### src/key_value_match_table_unit_macros.svh
// ============================================================================
// Key/value match table - assertion macros
// Shared concurrent assertion forms, clocked on i_clk, off while in reset.
// ============================================================================
`ifndef KEY_VALUE_MATCH_TABLE_UNIT_MACROS_SVH
`define KEY_VALUE_MATCH_TABLE_UNIT_MACROS_SVH

// Same-cycle implication.
`define KVMT_ASSERT_IMP(lbl, ante, cons) \
    lbl: assert property (@(posedge i_clk) disable iff (!i_rst_n) (ante) |-> (cons)) \
        else $error("kvmt assertion failed");

// Next-cycle implication.
`define KVMT_ASSERT_NXT(lbl, ante, cons) \
    lbl: assert property (@(posedge i_clk) disable iff (!i_rst_n) (ante) |=> (cons)) \
        else $error("kvmt assertion failed");

`endif

### src/kvmt_pkg.sv
// ============================================================================
// Key/value match table - package
// Widths, command codes and the slot write bundle shared by all modules.
// ============================================================================
`default_nettype none

package kvmt_pkg;

    localparam int ENTRIES = 16;
    localparam int KEY_W   = 64;
    localparam int VAL_W   = 64;
    localparam int CMD_W   = 2;

    localparam logic [VAL_W-1:0] MISS_VALUE = '1;

    typedef enum logic [CMD_W-1:0] {
        CMD_SET = 2'd0,
        CMD_GET = 2'd1,
        CMD_DEL = 2'd2,
        CMD_CLR = 2'd3
    } t_cmd;

    typedef logic [ENTRIES-1:0]            t_slot_vec;
    typedef logic [ENTRIES-1:0][KEY_W-1:0] t_key_arr;
    typedef logic [ENTRIES-1:0][VAL_W-1:0] t_val_arr;

    typedef struct packed {
        logic                    clr_all;
        t_slot_vec               ins_oh;
        t_slot_vec               val_oh;
        t_slot_vec               del_oh;
        logic signed [KEY_W-1:0] key;
        logic signed [VAL_W-1:0] value;
    } t_slot_wr;

    typedef struct packed {
        logic                    found;
        logic signed [VAL_W-1:0] value;
        logic                    table_full;
    } t_result;

endpackage

`default_nettype wire

### src/kvmt_slot_store.sv
// ============================================================================
// Key/value match table - slot store
// Valid marks, keys and values of all slots; one write bundle per cycle.
// ============================================================================
`default_nettype none

module kvmt_slot_store (
    input  wire                       i_clk,
    input  wire                       i_rst_n,
    input  wire                       i_wr_en,
    input  wire kvmt_pkg::t_slot_wr   i_wr,
    output kvmt_pkg::t_slot_vec       o_valid,
    output kvmt_pkg::t_key_arr        o_key,
    output kvmt_pkg::t_val_arr        o_value
);
    import kvmt_pkg::*;

    t_slot_vec r_valid;
    t_key_arr  r_key;
    t_val_arr  r_value;

    always_ff @(posedge i_clk) begin
        if (!i_rst_n) begin
            r_valid <= '0;
        end else if (i_wr_en) begin
            if (i_wr.clr_all) begin
                r_valid <= '0;
            end else begin
                r_valid <= (r_valid | i_wr.ins_oh) & ~i_wr.del_oh;
            end
        end
    end

    always_ff @(posedge i_clk) begin
        for (int i = 0; i < ENTRIES; i++) begin
            if (i_wr_en && i_wr.ins_oh[i]) begin
                r_key[i] <= i_wr.key;
            end
            if (i_wr_en && i_wr.val_oh[i]) begin
                r_value[i] <= i_wr.value;
            end
        end
    end

    assign o_valid = r_valid;
    assign o_key   = r_key;
    assign o_value = r_value;

endmodule

`default_nettype wire

### src/kvmt_lookup.sv
// ============================================================================
// Key/value match table - lookup
// Parallel key compare, free slot pick, result and slot write decode.
// ============================================================================
`default_nettype none

module kvmt_lookup (
    input  wire kvmt_pkg::t_cmd              i_cmd,
    input  wire signed [kvmt_pkg::KEY_W-1:0] i_key,
    input  wire signed [kvmt_pkg::VAL_W-1:0] i_new_value,
    input  wire kvmt_pkg::t_slot_vec         i_valid,
    input  wire kvmt_pkg::t_key_arr          i_slot_key,
    input  wire kvmt_pkg::t_val_arr          i_slot_value,
    output kvmt_pkg::t_result                o_res,
    output kvmt_pkg::t_slot_wr               o_wr
);
    import kvmt_pkg::*;

    t_slot_vec         match;
    t_slot_vec         hit_oh;
    t_slot_vec         free;
    t_slot_vec         free_oh;
    logic              hit;
    logic              any_free;
    logic [VAL_W-1:0]  hit_value;

    always_comb begin
        for (int i = 0; i < ENTRIES; i++) begin
            match[i] = i_valid[i] && (i_slot_key[i] == i_key);
        end
    end

    // lowest set bit isolation
    assign hit_oh   = match & (~match + t_slot_vec'(1));
    assign free     = ~i_valid;
    assign free_oh  = free & (~free + t_slot_vec'(1));
    assign hit      = |match;
    assign any_free = |free;

    always_comb begin
        hit_value = '0;
        for (int i = 0; i < ENTRIES; i++) begin
            hit_value = hit_value | (i_slot_value[i] & {VAL_W{hit_oh[i]}});
        end
    end

    always_comb begin
        o_res.found      = 1'b0;
        o_res.value      = MISS_VALUE;
        o_res.table_full = 1'b0;
        o_wr.clr_all     = 1'b0;
        o_wr.ins_oh      = '0;
        o_wr.val_oh      = '0;
        o_wr.del_oh      = '0;
        o_wr.key         = i_key;
        o_wr.value       = i_new_value;
        case (i_cmd)
            CMD_SET: begin
                if (hit) begin
                    o_res.found = 1'b1;
                    o_res.value = i_new_value;
                    o_wr.val_oh = hit_oh;
                end else if (any_free) begin
                    o_res.value = i_new_value;
                    o_wr.ins_oh = free_oh;
                    o_wr.val_oh = free_oh;
                end else begin
                    o_res.table_full = 1'b1;
                end
            end
            CMD_GET, CMD_DEL: begin
                if (hit) begin
                    o_res.found = 1'b1;
                    o_res.value = hit_value;
                    if (i_cmd == CMD_DEL) begin
                        o_wr.del_oh = hit_oh;
                    end
                end
            end
            CMD_CLR: begin
                o_wr.clr_all = 1'b1;
            end
            default: begin
                o_wr.clr_all = 1'b0;
            end
        endcase
    end

endmodule

`default_nettype wire

### src/key_value_match_table_unit.sv
// An accepted item waits in the input register until its result is registered.
// Throughput: one item per cycle when the output is not stalled; each slot key
// is compared in the same cycle; the store is written as the result registers.
// Reset (i_rst_n low, synchronous): all slots marked empty, both stages empty.
// ============================================================================
// Key/value match table - top level
// Fully associative table of signed 64-bit keys and values with set, get,
// delete and clear commands; input register, lookup, result register.
// ============================================================================
`default_nettype none

`include "key_value_match_table_unit_macros.svh"

module key_value_match_table_unit (
    input  wire          i_clk,
    input  wire          i_rst_n,
    input  wire          s_axis_tvalid,
    output logic         s_axis_tready,
    input  wire  [127:0] s_axis_tdata,   // key[63:0], new_value[127:64]
    input  wire  [1:0]   s_axis_tuser,   // command[1:0]
    output logic         m_axis_tvalid,
    input  wire          m_axis_tready,
    output logic [63:0]  m_axis_tdata,   // value[63:0]
    output logic [1:0]   m_axis_tuser    // found[0], table_full[1]
);
    import kvmt_pkg::*;

    logic                    r_in_valid;
    t_cmd                    r_in_cmd;
    logic signed [KEY_W-1:0] r_in_key;
    logic signed [VAL_W-1:0] r_in_val;
    logic                    r_out_valid;
    t_result                 r_out;

    logic      advance;
    logic      s_fire;
    t_slot_vec slot_valid;
    t_key_arr  slot_key;
    t_val_arr  slot_value;
    t_result   n_out;
    t_slot_wr  slot_wr;

    assign advance       = r_in_valid && (!r_out_valid || m_axis_tready);
    assign s_axis_tready = !r_in_valid || advance;
    assign s_fire        = s_axis_tvalid && s_axis_tready;

    always_ff @(posedge i_clk) begin
        if (!i_rst_n) begin
            r_in_valid <= 1'b0;
        end else if (s_axis_tready) begin
            r_in_valid <= s_axis_tvalid;
        end
    end

    always_ff @(posedge i_clk) begin
        if (s_fire) begin
            r_in_cmd <= t_cmd'(s_axis_tuser);
            r_in_key <= s_axis_tdata[KEY_W-1:0];
            r_in_val <= s_axis_tdata[KEY_W+VAL_W-1:KEY_W];
        end
    end

    kvmt_lookup u_lookup (
        .i_cmd        (r_in_cmd),
        .i_key        (r_in_key),
        .i_new_value  (r_in_val),
        .i_valid      (slot_valid),
        .i_slot_key   (slot_key),
        .i_slot_value (slot_value),
        .o_res        (n_out),
        .o_wr         (slot_wr)
    );

    kvmt_slot_store u_store (
        .i_clk   (i_clk),
        .i_rst_n (i_rst_n),
        .i_wr_en (advance),
        .i_wr    (slot_wr),
        .o_valid (slot_valid),
        .o_key   (slot_key),
        .o_value (slot_value)
    );

    always_ff @(posedge i_clk) begin
        if (!i_rst_n) begin
            r_out_valid <= 1'b0;
        end else if (advance) begin
            r_out_valid <= 1'b1;
        end else if (m_axis_tready) begin
            r_out_valid <= 1'b0;
        end
    end

    always_ff @(posedge i_clk) begin
        if (advance) begin
            r_out <= n_out;
        end
    end

    assign m_axis_tvalid = r_out_valid;
    assign m_axis_tdata  = r_out.value;
    assign m_axis_tuser  = {r_out.table_full, r_out.found};

    `KVMT_ASSERT_IMP(a_full_is_miss,
        r_out_valid && r_out.table_full,
        !r_out.found && (r_out.value == MISS_VALUE))
    `KVMT_ASSERT_IMP(a_full_needs_all_valid, advance && n_out.table_full, &slot_valid)
    `KVMT_ASSERT_NXT(a_clear_empties, advance && (r_in_cmd == CMD_CLR), slot_valid == '0)
    `KVMT_ASSERT_NXT(a_insert_grows,
        advance && (r_in_cmd == CMD_SET) && !n_out.found && !n_out.table_full,
        $countones(slot_valid) == $countones($past(slot_valid)) + 1)

endmodule

`default_nettype wire
### config.mk
export PLATFORM = sky130hd
export DESIGN_NAME = key_value_match_table_unit
export DESIGN_NICKNAME = d
export VERILOG_FILES = /design/src/kvmt_pkg.sv /design/src/kvmt_slot_store.sv /design/src/kvmt_lookup.sv /design/src/key_value_match_table_unit.sv
export VERILOG_INCLUDE_DIRS = /design/src /design/src/src
export SDC_FILE = /design/constraint.sdc
export NUM_CORES = 2
export LEC_CHECK = 0
export BUFFER_PORTS_ARGS = -buffer_cell sky130_fd_sc_hd__buf_4
export CAP_MARGIN = 0
export CORE_MARGIN = 10
export CORE_UTILIZATION = 56
export CTS_CLUSTER_SIZE = 25
export DETAILED_ROUTE_END_ITERATION = 6
export PLACE_DENSITY = 0.86
export SYNTH_ARGS = -nofsm -noshare
export SYNTH_HDL_FRONTEND = slang
export SYNTH_SLANG_ARGS = --single-unit
### constraint.sdc
create_clock -name i_clk -period 13.3 [get_ports i_clk]
set_input_delay 1.995 -clock i_clk [delete_from_list [all_inputs] [get_ports i_clk]]
set_output_delay 1.995 -clock i_clk [all_outputs]
set_load 0.03 [all_outputs]
# == After elaboration in Yosys (flattened, before gate mapping) ==
# Cells that the tools add are included.
# totals
ff_bits,2262
in_bits,134
elab_cells,179
# op_classes
addsub,2
eq_ne,19
muxes,17
bitwise,40
n_reduce_logical,60
# op_table
cell,n
AND 64 bit,16
== test 64 bit,16
OR 64 bit,15
case mux 65 bit (2 select lines),1
two-way mux 64 bit,2
two-way mux 16 bit,6
two-way mux 65 bit,1
two-way mux 32 bit,2
inverter 16 bit,4
logical AND 1 bit,50
AND 16 bit,3
"adder 16 x 1 -> 16 bit, second input constant",2
OR reduction 16 bit,2
OR reduction 17 bit,1
OR 16 bit,1
two-way mux 1 bit,5
"== test 2 bit, second input constant",2
"== test 2 x 1 -> 1 bit, second input constant",1
zero test 1 bit,2
zero test 2 bit,1
logical OR 1 bit,2
nonzero test 2 bit,1
OR reduction 2 bit,1
inverter 1 bit,1

# == Depth between registers and ports, before layout ==
# depth
ltp_word,23
ltp_mapped,15

# == By module ==
# A second synthesis with hierarchy kept.
# unflattened
hier_cells,5621
area_unflattened_um2,91406.4
# modules_own_cells
mod,n_inst,cells_per_inst,area_each_um2,seq_area_each_um2
kvmt_slot_store,1,2136,62413.6,61819.3
kvmt_lookup,1,3280,23003.3,0.0
key_value_match_table_unit,1,205,5989.5,5925.7

# == Worst setup path after synthesis ==
# No wires, ideal clock.
# synth_timing
kind,input -> register
startpoint,input port m_axis_tready
endpoint,"register u_store.r_value, in the netlist u_store.o_value[192], enable pin"
setup_ns,0.420
arrival_ns,12.198
t_required_ns,12.880
slack_ns,0.681
path_stages,7
cell_sequence,nor2b_1 > nand2b_1 > clkbuf_1 > inv_1 > nand3_1 > nor4b_1 > a21o_1
# synth_via
elab_chain_len,3
# synth_rtl
item,line,rtl
start: declaration,key_value_match_table_unit.sv:22,"input wire m_axis_tready,"
logical OR 1 bit,key_value_match_table_unit.sv:43,assign advance = r_in_valid && (!r_out_valid || m_axis_tready);
logical AND 1 bit,key_value_match_table_unit.sv:43,
named net advance,key_value_match_table_unit.sv:35,logic advance;
logical AND 1 bit,kvmt_slot_store.sv:39,if (i_wr_en && i_wr.val_oh[i]) begin
end signal: indexed assignment,kvmt_slot_store.sv:40,r_value[i] <= i_wr.value;
end: declaration,kvmt_slot_store.sv:20,t_val_arr r_value;
# The timed path passes the listed nets, and every way through them passes these cells.
# A chain may end at the register's enable or synchronous reset.

# == Final worst setup path ==
# layout_timing
startpoint,register r_in_key[37]
endpoint,"register u_store.r_value, in the netlist u_store.o_value[158], enable pin"
# layout_via
elab_chain_len,8
# layout_rtl
item,line,rtl
start: declaration,key_value_match_table_unit.sv:30,logic signed [KEY_W-1:0] r_in_key;
start signal: assignment,key_value_match_table_unit.sv:58,r_in_key <= s_axis_tdata[KEY_W-1:0];
== test 64 bit,kvmt_lookup.sv:29,match[i] = i_valid[i] && (i_slot_key[i] == i_key);
logical AND 1 bit,kvmt_lookup.sv:29,
inverter 16 bit,kvmt_lookup.sv:34,assign hit_oh = match & (~match + t_slot_vec'(1));
adder 16 x 1 -> 16 bit,kvmt_lookup.sv:34,
AND 16 bit,kvmt_lookup.sv:34,
two-way mux 16 bit (*),kvmt_lookup.sv:59,if (hit) begin
two-way mux 32 bit (*),kvmt_lookup.sv:57,case (i_cmd)
logical AND 1 bit (*),kvmt_slot_store.sv:39,
# Mark *: on every way between the ends. The rest lies on a longest branch, timed or not.

==> impl_metrics.toml <==
[run_status]
status = "complete, but fails checks"
violations = "design-rule violations"

[sta]
skew_ps = 79.0
slew_headroom_pct = 12.3
rsz0062_at_grt = "false"
setup_viol = 0
fin_crit_ps = 8180
fmax_mhz = 122
fin_crit_sh_pct = 61.5
drv_slew = 0
tns_ps = 0
final_hold_viol_count = 0
worstMarginPinSlew_ps = 1320

[route]
drtIter0Drc = 10900
drc = 36
wl_um = 287000
wl_per_cell_um = 34.4
dr.pass1.iters = 7
ant_nets = 0
vias_per_cell = 6.99
vias = 58300

[finish]
multi_input_area_mm2 = 0.0220
layout_common_cells = "2,244 x edfxtp_1, 476 x xnor2_1, 364 x buf_4"
drive_gt1_share_pct = 13.9
layout_commonest_cell = "edfxtp_1"
seqCellArea_mm2 = 0.0677
nNetsFinal = 6117
syn_to_final_growth_pct = 11.9
fillers = 11000

[min_path]
worstHoldStart = "r_in_key[53]$_DFFE_PP_"
worstHoldPathCells = 0
hp-class = "register to register"
hold_end = "u_store.o_key[885]$_DFFE_PP_"

[logic_synthesis]
syn_avg_cell_area_um2 = 15.9
syn_nets = 5887
yosysWarnings = 0
synth_seq_cells = 2262
synth-edff-count = 2244
ys_types = 79
syn_inst = 5749
syn-cell-area_mm2 = 0.0916
ys_async_sr_fraction_pct = 0
ys.flop_type = "edfxtp_1"
yosysSeqAreaShare_pct = 74.0

[pwr]
finalPower_mw = 14.6
clockPowerShare_pct = 41.0
power.density_mw_per_mm2 = 142
total_leakage_power_nw = 32.4
combPwrFrac_pct = 4.3
ir_drop_mv = 0.154
switching_power_mw = 3.21
seqPwrFrac_pct = 54.7
switching_share_pct = 22.1
p_int_mw = 11.3

[clock_tree]
cts_resized = 0
post_cts_buffers = 0
clockRootBuffer = "clkbuf_16"
postCtsHoldBufs = 0
clockBufferDepth = 3
cts_buffers = 213
clk_latency_ps = 910
cts_tree = "done"
clock_sinks = 2262
cts_htree_levels = 4
clkTransAtPathRegs_ps = 60

[floorplan]
die_area_mm2 = 0.180
fp-row-count = 148
die_w_um = 424
start_util_pct = 56.3
boundaryPins = 202
coreArea_mm2 = 0.163
die_h_um = 424

[setup_path]
start_kind = "register"
critPathLaunch = "r_in_key[37]$_DFFE_PP_"
path_class = "register to register"
rrSetupSlack_ps = 5120
crit_arrival_ps = 8680
cp_max_fo = 66
cp-end-kind = "register"
r2r-start = "r_in_key[37]$_DFFE_PP_"
cp.required_ps = 13800
reg2reg_depth = 13
rr_endpoint = "u_store.o_value[158]$_DFFE_PP_"

[global_routing]
grt_max_degree = 72
grt_overflow = 0
grt_pass1_wl_um = 405000
grt_usage_pct = 31.0
antenna_found_initial = 16
first_global_vias = 57100

[placement]
routabilityCongestion = 0.956
port_buffers = 201
hpwl_um = 160000

[job]
drv_cap = 0
flip-flops by register name (all words and copies together), names as in the netlist:
register	flops
r_in_key	64
u_store.o_key	1024
r_in_valid	1
u_store.o_value	1024
r_in_cmd	2
m_axis_tvalid	1
m_axis_tdata	64
u_store.o_valid	16
m_axis_tuser	2
r_in_val	64
cells by family after synthesis:
logic type               after synthesis  share of synthesized area [%]
buffers and inverters                474                           2.48
multiplexers                           1                         0.0109
flip-flops                          2262                           74.0
XOR/XNOR                             785                           7.51
AO/OA/AOI/OAI                        969                           8.52
adder cells (fa/ha/maj)                4                         0.0546
AND/OR/NAND/NOR                     1254                           7.46
synthesized netlist by cell type, types with 29 or more instances:
cell / instances / share of area, %
nand2_1: 186 / 0.76
o21ai_1: 56 / 0.31
buf_6: 32 / 0.39
xnor2_1: 476 / 4.6
buf_2: 109 / 0.60
a21o_1: 60 / 0.49
a32oi_1: 56 / 0.54
o2111ai_1: 47 / 0.45
inv_1: 114 / 0.47
a221o_1: 48 / 0.52
edfxtp_1: 2244 / 74
a31o_2: 59 / 0.56
o221ai_1: 32 / 0.31
and3_1: 29 / 0.20
nor2_1: 179 / 0.73
buf_4: 29 / 0.24
nor3_1: 36 / 0.20
a221oi_2: 51 / 0.84
nor4_1: 132 / 0.90
nand4_1: 187 / 1.3
xor2_1: 309 / 3.0
o21bai_1: 39 / 0.32
a21oi_1: 69 / 0.38
nand3_1: 238 / 1.3
a22o_1: 34 / 0.33
nor2b_1: 43 / 0.29
a221oi_1: 37 / 0.35
o21ai_0: 67 / 0.37
o22ai_1: 30 / 0.20
nand2b_1: 127 / 0.87
a2111oi_0: 65 / 0.62
clkbuf_1: 159 / 0.65
o2bb2ai_1: 46 / 0.44
a22oi_1: 114 / 0.93
power groups by stage:
stage	combinational (mW)	clock [mW]	sequential (mW)
2_1_floorplan	0.288	0	8.13
3_3_place_gp	0.592	0	8.10
3_5_place_dp	0.605	0	8.11
4_1_cts	0.612	5.97	7.96
5_1_grt	0.642	6.24	7.96
6_report	0.629	5.97	7.96
cell type report:
type,count,area share [%]
Multi-Input combinational cell,3013,21.4
Sequential cell,2262,66.1
Timing Repair Buffer,364,2.67
Tap cell,2175,2.66
Inverter,125,0.462
Antenna cell,7,0.0171
Clock inverter,137,1.21
Clock buffer,262,5.42
layer usage:
| metal | up-vias | GRT usage (%) | part of all wire [%] | wire length [um] |
|---|---|---|---|---|
| li1 | 22900 | - | - | - |
| met1 | 28600 | 41.0 | 35 | 99300 |
| met2 | 5674 | 47.1 | 45 | 129000 |
| met3 | 1069 | 8.14 | 14 | 41300 |
| met4 | 10 | 16.4 | 6.2 | 17900 |
| met5 | - | 0 | 0.021 | 61 |
worst max path at each step:
stage | slack [ps] | cells past startpoint | end
final | 5120 | 13 | u_store.o_value[158]$_DFFE_PP_
after floorplan | 680 | 7 | u_store.o_value[192]$_DFFE_PP_
after detailed placement | 5500 | 13 | u_store.o_value[136]$_DFFE_PP_
after CTS | 5370 | 13 | u_store.o_value[158]$_DFFE_PP_
after global routing | 4880 | 14 | u_store.o_value[158]$_DFFE_PP_
after global placement | 5580 | 13 | u_store.o_value[162]$_DFFE_PP_
through the flow:
step,std cells,hold WS (ps),cell area (um2),setup WS (ps),util (%)
6_report,8345,514,102000,5120,63.0
5_1_grt,8339,537,102000,4880,63.0
4_1_cts,8338,510,102000,5370,63.0
3_5_place_dp,7939,498,95600,5500,58.8
3_3_place_gp,7939,480,95600,5580,58.8
2_1_floorplan,5749,475,91600,681,-
critical path, stage by stage, from the launching register on:
cell and delay, ps:
edfxtp_1 340, buf_4 440, clkinv_1 730, o221ai_1 410, nor4_1 80, nand4_1 310, nor3_1 280, nor4_1 600
and4_4 1120, nand3_1 900, nor3_2 300, buf_4 760, o21bai_4 370, buf_4 910
Power figures use the tool's default switching activity.
